`src/rtl/pcis_pkg.sv`:
```
// ----------------------------------------------------------------------------
// pcis_pkg
// Shared types, widths and codes of the piecewise-constant inverse-CDF sampler.
// ----------------------------------------------------------------------------
package pcis_pkg;

   localparam int MAX_ENTRIES   = 1024;
   localparam int IDX_BITS      = 10;
   localparam int CNT_BITS      = 11;
   localparam int WEIGHT_BITS   = 16;
   localparam int FRACTION_BITS = 16;
   localparam int CUM_BITS      = 26;
   localparam int POS_BITS      = 16;
   localparam int DENS_BITS     = 27;
   localparam int STATUS_BITS   = 2;

   // shared multiplier: CUM_BITS x MULB_BITS
   localparam int MULB_BITS = (WEIGHT_BITS > FRACTION_BITS) ? WEIGHT_BITS : FRACTION_BITS;
   localparam int PROD_BITS = CUM_BITS + MULB_BITS;
   localparam int TGT_BITS  = CUM_BITS + FRACTION_BITS;
   localparam int NUM_BITS  = TGT_BITS + 1;

   // shared restoring divider
   localparam int DIV_BITS   = WEIGHT_BITS + CNT_BITS;
   localparam int STEP_BITS  = $clog2(DIV_BITS + 1);
   localparam int DENS_STEPS = CNT_BITS + FRACTION_BITS;

   localparam logic REQ_LOAD   = 1'b0;
   localparam logic REQ_SAMPLE = 1'b1;

   localparam logic [STATUS_BITS-1:0] STATUS_OK         = 2'd0;
   localparam logic [STATUS_BITS-1:0] STATUS_ZERO_TOTAL = 2'd1;
   localparam logic [STATUS_BITS-1:0] STATUS_BAD_INDEX  = 2'd2;
   localparam logic [STATUS_BITS-1:0] STATUS_INCOMPLETE = 2'd3;

   typedef struct packed {
      logic                     req_type;
      logic [IDX_BITS-1:0]      entry_index;
      logic [WEIGHT_BITS-1:0]   bin_weight;
      logic [FRACTION_BITS-1:0] uniform_fraction;
   } req_item_type;

   typedef struct packed {
      logic [POS_BITS-1:0]    sample_position;
      logic [IDX_BITS-1:0]    bin_index;
      logic [DENS_BITS-1:0]   density;
      logic [STATUS_BITS-1:0] status;
   } rsp_item_type;

   typedef struct packed {
      logic                 start;
      logic [STEP_BITS-1:0] steps;
   } div_cmd_type;

endpackage

```
`src/rtl/pcis_divider.sv`:
```
// ----------------------------------------------------------------------------
// pcis_divider
// Restoring divider, one quotient bit per cycle. The caller preloads the
// partial remainder (must be below the divisor) and the remaining dividend
// bits, MSB first, and gives the number of steps.
// ----------------------------------------------------------------------------
module pcis_divider (
   input  logic                                clock,
   input  logic                                reset,
   input  pcis_pkg::div_cmd_type               cmd,
   input  logic [pcis_pkg::DIV_BITS-1:0]       divisor,
   input  logic [pcis_pkg::DIV_BITS-1:0]       rem_init,
   input  logic [pcis_pkg::DIV_BITS-1:0]       bits_init,
   output logic [pcis_pkg::DIV_BITS-1:0]       quotient,
   output logic                                done
);

   logic [pcis_pkg::STEP_BITS-1:0] cnt_ff, cnt_in;
   logic                           done_ff, done_in;
   logic [pcis_pkg::DIV_BITS-1:0]  rem_ff, rem_in;
   logic [pcis_pkg::DIV_BITS-1:0]  bits_ff, bits_in;
   logic [pcis_pkg::DIV_BITS-1:0]  quo_ff, quo_in;
   logic [pcis_pkg::DIV_BITS-1:0]  dvs_ff, dvs_in;
   logic [pcis_pkg::DIV_BITS:0]    trial;
   logic                           ge;

   assign trial = {rem_ff, bits_ff[pcis_pkg::DIV_BITS-1]};
   assign ge    = trial >= {1'b0, dvs_ff};

   always_comb begin
      cnt_in  = cnt_ff;
      done_in = 1'b0;
      rem_in  = rem_ff;
      bits_in = bits_ff;
      quo_in  = quo_ff;
      dvs_in  = dvs_ff;
      if (cmd.start) begin
         cnt_in  = cmd.steps;
         rem_in  = rem_init;
         bits_in = bits_init;
         quo_in  = '0;
         dvs_in  = divisor;
      end else if (cnt_ff != '0) begin
         cnt_in  = cnt_ff - 1'b1;
         done_in = (cnt_ff == pcis_pkg::STEP_BITS'(1));
         rem_in  = ge ? pcis_pkg::DIV_BITS'(trial - {1'b0, dvs_ff})
                      : trial[pcis_pkg::DIV_BITS-1:0];
         bits_in = bits_ff << 1;
         quo_in  = {quo_ff[pcis_pkg::DIV_BITS-2:0], ge};
      end
   end

   always_ff @(posedge clock) begin
      if (reset) begin
         cnt_ff  <= '0;
         done_ff <= 1'b0;
      end else begin
         cnt_ff  <= cnt_in;
         done_ff <= done_in;
      end
   end

   always_ff @(posedge clock) begin
      rem_ff  <= rem_in;
      bits_ff <= bits_in;
      quo_ff  <= quo_in;
      dvs_ff  <= dvs_in;
   end

   assign quotient = quo_ff;
   assign done     = done_ff;

endmodule

```
`config.mk`:
```
export PLATFORM = sky130hd
export DESIGN_NAME = pcis_divider
export DESIGN_NICKNAME = d
export VERILOG_FILES = /design/src/rtl/pcis_pkg.sv /design/src/rtl/pcis_divider.sv
export SDC_FILE = /design/constraint.sdc
export NUM_CORES = 1
export LEC_CHECK = 0
export ABC_AREA = 1
export BUFFER_PORTS_ARGS = -buffer_cell sky130_fd_sc_hd__buf_2
export CAP_MARGIN = 20
export CORE_MARGIN = 2
export CORE_UTILIZATION = 56
export CTS_BUF_LIST = sky130_fd_sc_hd__clkbuf_4 sky130_fd_sc_hd__clkbuf_8
export CTS_CLUSTER_SIZE = 20
export DETAILED_ROUTE_END_ITERATION = 16
export HOLD_SLACK_MARGIN = 0.08
export PLACE_DENSITY_LB_ADDON = 0.05
export SLEW_MARGIN = 30
export SYNTH_ARGS = -nofsm -noshare
export SYNTH_HDL_FRONTEND = slang
export SYNTH_SLANG_ARGS = --single-unit
```
`constraint.sdc`:
```
create_clock -name clock -period 7.15 [get_ports clock]
set_input_delay 0.715 -clock clock [delete_from_list [all_inputs] [get_ports clock]]
set_output_delay 0.715 -clock clock [all_outputs]
set_load 0.02 [all_outputs]
```
==> run metrics, run 1 <==
leak pwr=4.198 nW; fin crit share=44.29%; Post-DP Area=0.007636 sq mm; core footprint=0.01206 sq mm; Pwr Density=352.7 mW/mm^2; Clock Latency Late Sink=440 ps; min Tclk post-route=3167 ps; Area Growth Syn to Fin=15.28%; CTS H-Tree Depth=4; Ant. Diodes=0; most frequent cells in the layout=363 x nand2_1, 165 x inv_1, 116 x buf_2, 81 x edfxtp_1, 52 x nand3_1; max_slew headroom=38.10%; Worst Skew=13.65 ps; setup TNS=0 ps; max-cap violations=0; Initial Util=57.69%; VDD IR max=203.9 uV; FMAX=315.8 MHz; routed vias/inst=4.878; share of cells above drive strength 1=17.16%; drt pass-1 iters=5; pre-CTS setup slack=3474 ps; hold crit path type=input port to flip-flop; clock tree buffer depth=2; Clock Sinks=114; Detail Placement HPWL=11170 um; RSZ-0062 raised after global routing=false; first-pass GRT wire length=25360 um; post-route ant nets=0; prevailing post-synth register cell=edfxtp_1; cell area after layout=0.008021 sq mm; Iter 0 DRT Violations=341; Multi-input gate area=0.003095 sq mm; GR Util All Layers=24.33%; DRT Wirelength=15340 um; drt wl/cell=12.60 um; initial antenna violation count=0; Crit. End Element=flip-flop; Worst Setup Start Kind=input port; hold_buf cts=0; Die Ht=115.5 um; grt ovf=0; most common cell after layout, fill and taps aside=nand2_1; clock root cell=clkbuf_8; ys async rst share=0%; Worst Tran Pin Value=926.2 ps; Worst Path Required=7220 ps; vias in the first global route=5669; fin. max-slew vios=0; Hold Startpoint=divisor[6]; sequential cell area=0.003093 sq mm; CTS tree=yes; Seq/Total Area, Yosys=44.45%; DR vias=5936; die width=115.5 um; die area=0.01333 sq mm; average cell area after synthesis=7.547 sq um; status=finished clean; r2r startpoint=bits_ff[26]$_DFFE_PP_; Final Wtd Congestion=0.9309; CTS buffer count=17; # DRC=0; fill cell count=1121; Worst Setup SP=cmd[5]; Ys Warns=0; post-synth design cell area=0.006958 sq mm; Hold Slack=448.6 ps; IO Count=117; placed insts=1185; net count after synthesis=1042; Worst Setup Slack, final=3983 ps; FF-to-FF setup slack=4220 ps; register bit count reported by yosys=114; total power=2.829 mW; arrival time at the worst endpoint=3240 ps; largest net degree at the start of global routing=58; Post-synth EDFFs=81; # rows=40; final-stage net count=1156; Cell variety after synth=39; Hold Vio Cnt, Final=0; IO buf count=116; Finish-stage setup viols=0; cells after synthesis=922; post-CTS setup buffer count=0; clock-pin slew on the worst setup and hold paths=70 ps; post-layout util=66.50%; final non-filler cell total=1217; CP Max Fanout=57; worst setup path class=input port to flip-flop; # resized after CTS=0
[state kept, by name (all words and copies together), names as in the netlist]
signal	flops
done	1
dvs_ff	27
cnt_ff	5
quotient	27
bits_ff	27
rem_ff	27
[synth_stat cells, types with 2 or more instances]
library cell / instances / area (sq um)
nand2_1: 363 / 1363
inv_1: 165 / 619.3
edfxtp_1: 81 / 2432
nand3_1: 52 / 260.3
nor2_1: 39 / 146.4
dfxtp_1: 33 / 660.6
ha_1: 30 / 375.4
nand3b_1: 28 / 210.2
o22ai_1: 25 / 156.4
a21oi_1: 17 / 85.08
xnor2_1: 13 / 113.9
nand2_2: 12 / 75.07
clkbuf_1: 9 / 33.78
nand4_1: 7 / 43.79
buf_2: 5 / 25.02
o21ai_0: 5 / 25.02
buf_1: 4 / 15.01
buf_4: 4 / 30.03
inv_2: 4 / 15.01
nor2_2: 3 / 18.77
and2_1: 2 / 12.51
nand3_2: 2 / 20.02
nor2_4: 2 / 22.52
xor2_1: 2 / 17.52
[worst max-delay path, stage by stage]
cell    delay [ps]
buf_2          500
buf_4          600
nor2_1         190
inv_2          610
buf_4          570
[cell type report]
cell class / count / area share [%]
Sequential cell: 114 / 38.56
Inverter: 169 / 7.908
Tap cell: 168 / 2.621
Timing Repair Buffer: 119 / 7.518
Multi-Input combinational cell: 615 / 38.59
Clock buffer: 24 / 3.884
Clock inverter: 8 / 0.9203
[cells by family after synthesis]
kind of cell / share of synthesized area [%]
fa+ha+maj: 5.682
buf+inv: 11.06
compound gates: 4.622
xor+xnor: 1.888
simple gates: 32.30
flops: 44.45
[per-layer routing]
| layer | up-vias | wire, um | GRT usage (%) |
|---|---|---|---|
| li1 | 3116 | - | - |
| met1 | 2641 | 6989 | 30.70 |
| met2 | 159 | 7247 | 40.66 |
| met3 | 20 | 838 | 6.276 |
| met4 | 0 | 261 | 8.594 |
| met5 | - | 0 | 0 |
[path summary, 6_finish.rpt]
path	end	cells after the start
max	rem_ff[19]$_DFFE_PP_	5
min	dvs_ff[6]$_DFFE_PP_	1
min reg2reg	done$_SDFF_PP0_	1
max reg2reg	rem_ff[11]$_DFFE_PP_	13
[power breakdown]
group	total, mW	switching, mW	internal [mW]
sequential	0.916	0.0540	0.862
clock	0.587	0.263	0.323
combinational	1.33	0.846	0.480
No activity file was read; power rests on OpenSTA's default activity.
==> run 2: changes to the inputs <==
==> constraint.sdc (replaced) <==
create_clock -name clock -period 3.22 [get_ports clock]
set_input_delay 0.322 -clock clock [delete_from_list [all_inputs] [get_ports clock]]
set_output_delay 0.322 -clock clock [all_outputs]
set_load 0.02 [all_outputs]
==> run 2 against run 1 <==
Register-to-register slack got worse by 3500 ps; routed wire length rose by 1.9%; final cell count up 2.5%; total power rose by 120%; first-iteration DRC count shrank 20%; design area increased by 3.4%; critical endpoint is now rem_ff[11]$_DFFE_PP_; largest power group unchanged.
==> run metrics, run 2 (synthesis results as in run 1) <==
status=finished clean; share of cells above drive strength 1=17.05% (-0.11 points); Die Ht=115.5 um (unchanged); Pwr Density=749.8 mW/mm^2 (+110%); final-stage net count=1186 (+2.6%); Critical path buffers and inverters=1 (-3); Internal=3.569 mW (+110%); Final Wtd Congestion=0.9404 (+1.0%); Clock Sinks=114 (unchanged); Clock Latency Late Sink=440 ps (about the same); CTS tree=yes; Hold Vio Cnt, Final=0 (unchanged); fin. max-slew vios=0 (unchanged); arrival time at the worst endpoint=2690 ps (-550 ps); Area Growth Syn to Fin=19.17%; vias in the first global route=5904 (+4.1%); # DRC=0 (unchanged); # resized after CTS=0 (unchanged); routed vias/inst=4.842 (-0.73%); most common cell after layout, fill and taps aside=nand2_1; # rows=40 (unchanged); Crit. End Element=flip-flop; VDD IR max=396.1 uV (+94%); die width=115.5 um (unchanged); Sw Pwr=2.648 mW (+130%); RSZ-0062 raised after global routing=false; part of the power in registers=32.7% (+0.3 points); placed insts=1188 (+0.25%); most frequent cells in the layout=362 x nand2_1, 165 x inv_1, 116 x buf_2, 81 x edfxtp_1, 52 x nand3_1; first-pass GRT wire length=26430 um (+4.2%); worst setup path class=flip-flop to flip-flop; hold crit path type=input port to flip-flop; IO Count=117 (unchanged); Worst Path Required=3410 ps (-3810 ps); clock power share=19.4% (-1.3 points); CP Max Fanout=28 (-51%); cell chain of the critical path=ha_1 > fa_1 > inv_1 > nand2_1 > a21oi_2 > nand2_2 > nand3_2 > nand3_4 > nand2_8 > o21ai_0 > nand3_1 > nand2_1; combinational share of power=47.9% (+1.0 points); Finish-stage setup viols=0 (unchanged); largest net degree at the start of global routing=86 (+48%); Worst path top cell family by delay=simple AND/OR/NAND/NOR gates; grt ovf=0 (unchanged); drt pass-1 iters=6 (+1); CTS buffer count=17 (unchanged); Worst Tran Pin Value=892.6 ps (-33.61 ps); CTS H-Tree Depth=4 (unchanged); leak pwr=4.311 nW (+2.7%); post-route ant nets=0 (unchanged); clock-pin slew on the worst setup and hold paths=80 ps (about the same); core footprint=0.01206 sq mm (unchanged); FMAX=399.6 MHz; Detail Placement HPWL=11130 um (-0.36%); final non-filler cell total=1247 (+2.5%); Iter 0 DRT Violations=272 (-20%); IO buf count=116 (unchanged); Initial Util=57.69% (unchanged); Worst Setup Start Kind=flip-flop; fin crit share=77.72%; Worst Skew=10.88 ps (-2.766 ps); initial antenna violation count=0 (unchanged); max-cap violations=0 (unchanged); GR Util All Layers=25.05% (+0.72 points); post-CTS setup buffer count=0 (unchanged); sw frac=42.59% (+1.5 points); min Tclk post-route=2503 ps; max_slew headroom=40.49% (+2.4 points); clock tree buffer depth=2 (unchanged); die area=0.01333 sq mm (unchanged); slowest stage delay, CP=420 ps (-190 ps); DR vias=6038 (+1.7%); Ant. Diodes=0 (unchanged); DRT Wirelength=15640 um (+1.9%); slowest library cell on the worst path=fa_1; drt wl/cell=12.54 um (-0.50%); hold_buf cts=27 (+27); clock root cell=clkbuf_8; Most Frequent Cell on Critical Path=nand2_1; setup TNS=0 ps (unchanged)
==> run 2: path summary, 6_finish.rpt <==
| path | slack [ps] | endpoint | cells after the start | from |
|---|---|---|---|---|
| worst min register to register | 420 | done$_SDFF_PP0_ | 1 | cnt_ff[4]$_SDFFE_PP0P_ |
| worst max-delay path | 720 | rem_ff[11]$_DFFE_PP_ | 12 | dvs_ff[0]$_DFFE_PP_ |
| worst max register to register | 720 | rem_ff[11]$_DFFE_PP_ | 12 | dvs_ff[0]$_DFFE_PP_ |
| worst min-delay path | 110 | cnt_ff[1]$_SDFFE_PP0P_ | 2 | reset |
==> run 2: power by group through the flow <==
stage / combinational, mW / sequential, mW / clock [mW]
after detailed placement: 2.93 / 2.06 / 0
after floorplan: 2.36 / 2.04 / 0
after global routing: 3.41 / 2.06 / 1.29
final: 2.98 / 2.03 / 1.21
after CTS: 2.98 / 2.03 / 1.23
after global placement: 2.91 / 2.05 / 0
==> run 2: metal layers <==
metal  share of wire (%)  vias up  global-route usage (%)
met5                   0        -                       0
met4                 1.8        0                   7.390
met3                 5.2       29                   7.270
met2                  47      142                   42.57
met1                  46     2693                   31.08
li1                    -     3174                       -
==> run 2: metrics by stage <==
stage | area [sq um] | setup WS, ps | hold slack [ps] | util (%) | power, mW
after CTS | 8289 | 701.9 | 86.42 | 68.72 | 6.238
after global placement | 7671 | 781.9 | 407.0 | 63.60 | 4.955
final | 8292 | 717.3 | 112.8 | 68.74 | 6.217
after global routing | 8292 | 487.7 | 96.48 | 68.74 | 6.764
after detailed placement | 7671 | 723.7 | 421.0 | 63.60 | 4.992
after floorplan | 6958 | 226.3 | 391.1 | - | 4.397
==> run 2: layout make-up <==
cell class / instances / area [sq um]
Multi-Input combinational cell: 615 / 3098
Timing Repair Buffer: 149 / 908.4
Sequential cell: 114 / 3093
Inverter: 169 / 634.4
Clock buffer: 18 / 247.7
Tap cell: 168 / 210.2
Fill cell: 1107 / 3770
Clock inverter: 14 / 100.1
==> run 3: changes to the inputs <==
==> constraint.sdc (replaced) <==
create_clock -name clock -period 2.6 [get_ports clock]
set_input_delay 0.26 -clock clock [delete_from_list [all_inputs] [get_ports clock]]
set_output_delay 0.26 -clock clock [all_outputs]
set_load 0.02 [all_outputs]
==> run 3 against run 2 <==
Fmax rose by 3.2%; clock power rose by 28%; worst setup slack got worse by 540 ps; hold slack got worse by 13 ps; utilization rose by 4.9 points; via count rose by 5.3%; count of clock-buffer cells in the layout rose by 1; first-iteration DRC count rose by 32%; flip-flop and latch count did not move; critical endpoint is now rem_ff[19]$_DFFE_PP_; clock skew rose by 1.9 ps.
==> run metrics, run 3 (synthesis results as in run 1) <==
min Tclk post-route=2424 ps (-78.26 ps); clock power share=19.6% (+0.2 points); GR Util All Layers=27.32% (+2.3 points); Clock Sinks=114 (unchanged); hold crit path type=input port to flip-flop; RSZ-0062 raised after global routing=false; Initial Util=57.69% (unchanged); final non-filler cell total=1306 (+4.7%); part of the power in registers=31.8% (-0.9 points); Finish-stage setup viols=0 (unchanged); post-route ant nets=0 (unchanged); Sw Pwr=3.331 mW (+26%); most frequent cells in the layout=363 x nand2_1, 165 x inv_1, 116 x buf_2, 81 x edfxtp_1, 80 x dlygate4sd3_1; # rows=40 (unchanged); clock-pin slew on the worst setup and hold paths=70 ps (about the same); r2r startpoint=bits_ff[26]$_DFFE_PP_; worst setup path class=flip-flop to flip-flop; fin. max-slew vios=0 (unchanged); status=finished clean; Crit. End Element=flip-flop; sw frac=42.02% (-0.57 points); DR vias=6355 (+5.3%); CP Max Fanout=14 (-50%); Reg-to-Reg End=rem_ff[19]$_DFFE_PP_; die area=0.01333 sq mm (unchanged); first-pass GRT wire length=28780 um (+8.9%); Worst Skew=12.75 ps (+1.867 ps); Hold Crit Depth=3 (+1); final-stage net count=1245 (+5.0%); cell area after layout=0.008887 sq mm (+7.2%); IO Count=117 (unchanged); FF-to-FF setup slack=180 ps (-540 ps); Clock Latency Late Sink=450 ps (about the same); most common cell after layout, fill and taps aside=nand2_1; Worst Path Required=2810 ps (-600 ps); VDD IR max=480.8 uV (+21%); Iter 0 DRT Violations=358 (+32%); Worst Tran Pin Value=898.8 ps (+6.134 ps); R2R cell count=13 (+1); combinational share of power=48.6% (+0.7 points); Post-DP Area=0.007709 sq mm (+0.49%); Worst Setup Start Kind=flip-flop; Die Ht=115.5 um (unchanged); Internal=4.597 mW (+29%); drt wl/cell=13.26 um (+5.7%); grt ovf=0 (unchanged); Hold Startpoint=bits_init[3]; placed insts=1193 (+0.42%); IO buf count=116 (unchanged); initial antenna violation count=0 (unchanged); fin crit share=93.25% (+16 points); max_slew headroom=40.08% (-0.41 points); vias in the first global route=6499 (+10%); Hold Vio Cnt, Final=0 (unchanged); WHS Endpoint=bits_ff[3]$_DFFE_PP_; Hold Slack=100.1 ps (-12.62 ps); fill cell count=972 (-12%); # DRC=0 (unchanged); arrival time at the worst endpoint=2630 ps (-60 ps); clock root cell=clkbuf_8; Pwr Density=892.0 mW/mm^2 (+19%); drt pass-1 iters=5 (-1); total power=7.927 mW (+28%); FMAX=412.5 MHz (+3.2%); max-cap violations=0 (unchanged); share of cells above drive strength 1=16.52% (-0.53 points); routed vias/inst=4.866 (+0.50%); core footprint=0.01206 sq mm (unchanged); CTS tree=yes; clock tree buffer depth=2 (unchanged); CTS H-Tree Depth=4 (unchanged); setup TNS=0 ps (unchanged); leak pwr=4.563 nW (+5.8%); Ant. Diodes=0 (unchanged); die width=115.5 um (unchanged); Area Growth Syn to Fin=27.73%; largest net degree at the start of global routing=86 (unchanged); CTS buffer count=17 (unchanged); Final Wtd Congestion=0.9781 (+4.0%); DRT Wirelength=17310 um (+11%); Detail Placement HPWL=11320 um (+1.7%)
-- run 3: cell count changes in the layout (fill, tap and decap cells not counted), sizes merged --
| cell | change |
|---|---|
| buf | +5 |
| clkinvlp | +1 |
| inv | -5 |
| bufinv | +1 |
| clkinv | +2 |
| clkbuf | +1 |
| nand2 | +1 |
| dlygate4sd3 | +53 |
-- run 3: final cells by class --
cell class	count	area, sq um	share of cell area [%]
clock buffer	19	249.0	2.802
tap	168	210.2	2.365
clock inverter	13	110.1	1.239
timing repair buffer	207	1476	16.61
multi-input combinational	616	3114	35.04
inverter	169	634.4	7.138
sequential	114	3093	34.80
-- run 3: timing repair --
action / CTS / global route
buffers inserted: 0 / 0
gates resized for setup: 0 / 1
hold buffers: 80 / 0
setup endpoints to repair: 0 / 2
hold endpoints to repair: 79 / 0
-- run 3: critical path, cell delays in order, from the launching register on --
cell      delay (ps)
edfxtp_1         330
inv_1             50
ha_1             210
fa_1             410
inv_1            110
nand2_1          100
a21oi_4          180
nand2_2           70
nand3_2          100
nand3_4          130
nand2_4          250
nand2_1          100
nand3_1           80
nand2_1           60
-- run 3: power groups by stage --
stage	Combinational, mW	Clock (mW)	Sequential [mW]
after floorplan	2.92	0	2.52
after global placement	3.65	0	2.54
after detailed placement	3.69	0	2.55
after CTS	3.79	1.57	2.52
after global routing	4.38	1.65	2.56
final	3.85	1.55	2.52
-- run 3: worst max path at each step --
stage                                startpoint                    to
final                     bits_ff[26]$_DFFE_PP_  rem_ff[19]$_DFFE_PP_
after floorplan           bits_ff[26]$_DFFE_PP_  rem_ff[19]$_DFFE_PP_
after CTS                 bits_ff[26]$_DFFE_PP_  rem_ff[11]$_DFFE_PP_
after global routing       rem_ff[13]$_DFFE_PP_  rem_ff[11]$_DFFE_PP_
after detailed placement    dvs_ff[0]$_DFFE_PP_  rem_ff[11]$_DFFE_PP_
after global placement    bits_ff[26]$_DFFE_PP_  rem_ff[11]$_DFFE_PP_
-- run 3: layer usage --
metal | global-route usage [%] | wire (um) | up-vias
met5 | 0 | 0 | -
met4 | 9.799 | 334 | 0
met3 | 6.433 | 811 | 27
met2 | 48.97 | 8643 | 158
met1 | 31.94 | 7523 | 2871
li1 | - | - | 3299
-- run 3: metrics by stage --
step	setup WS (ps)	util (%)
floorplan	360.8	-
global placement	249.9	63.91
detailed placement	157.9	63.91
CTS	143.2	73.53
global route	16.10	73.68
finish	175.6	73.68
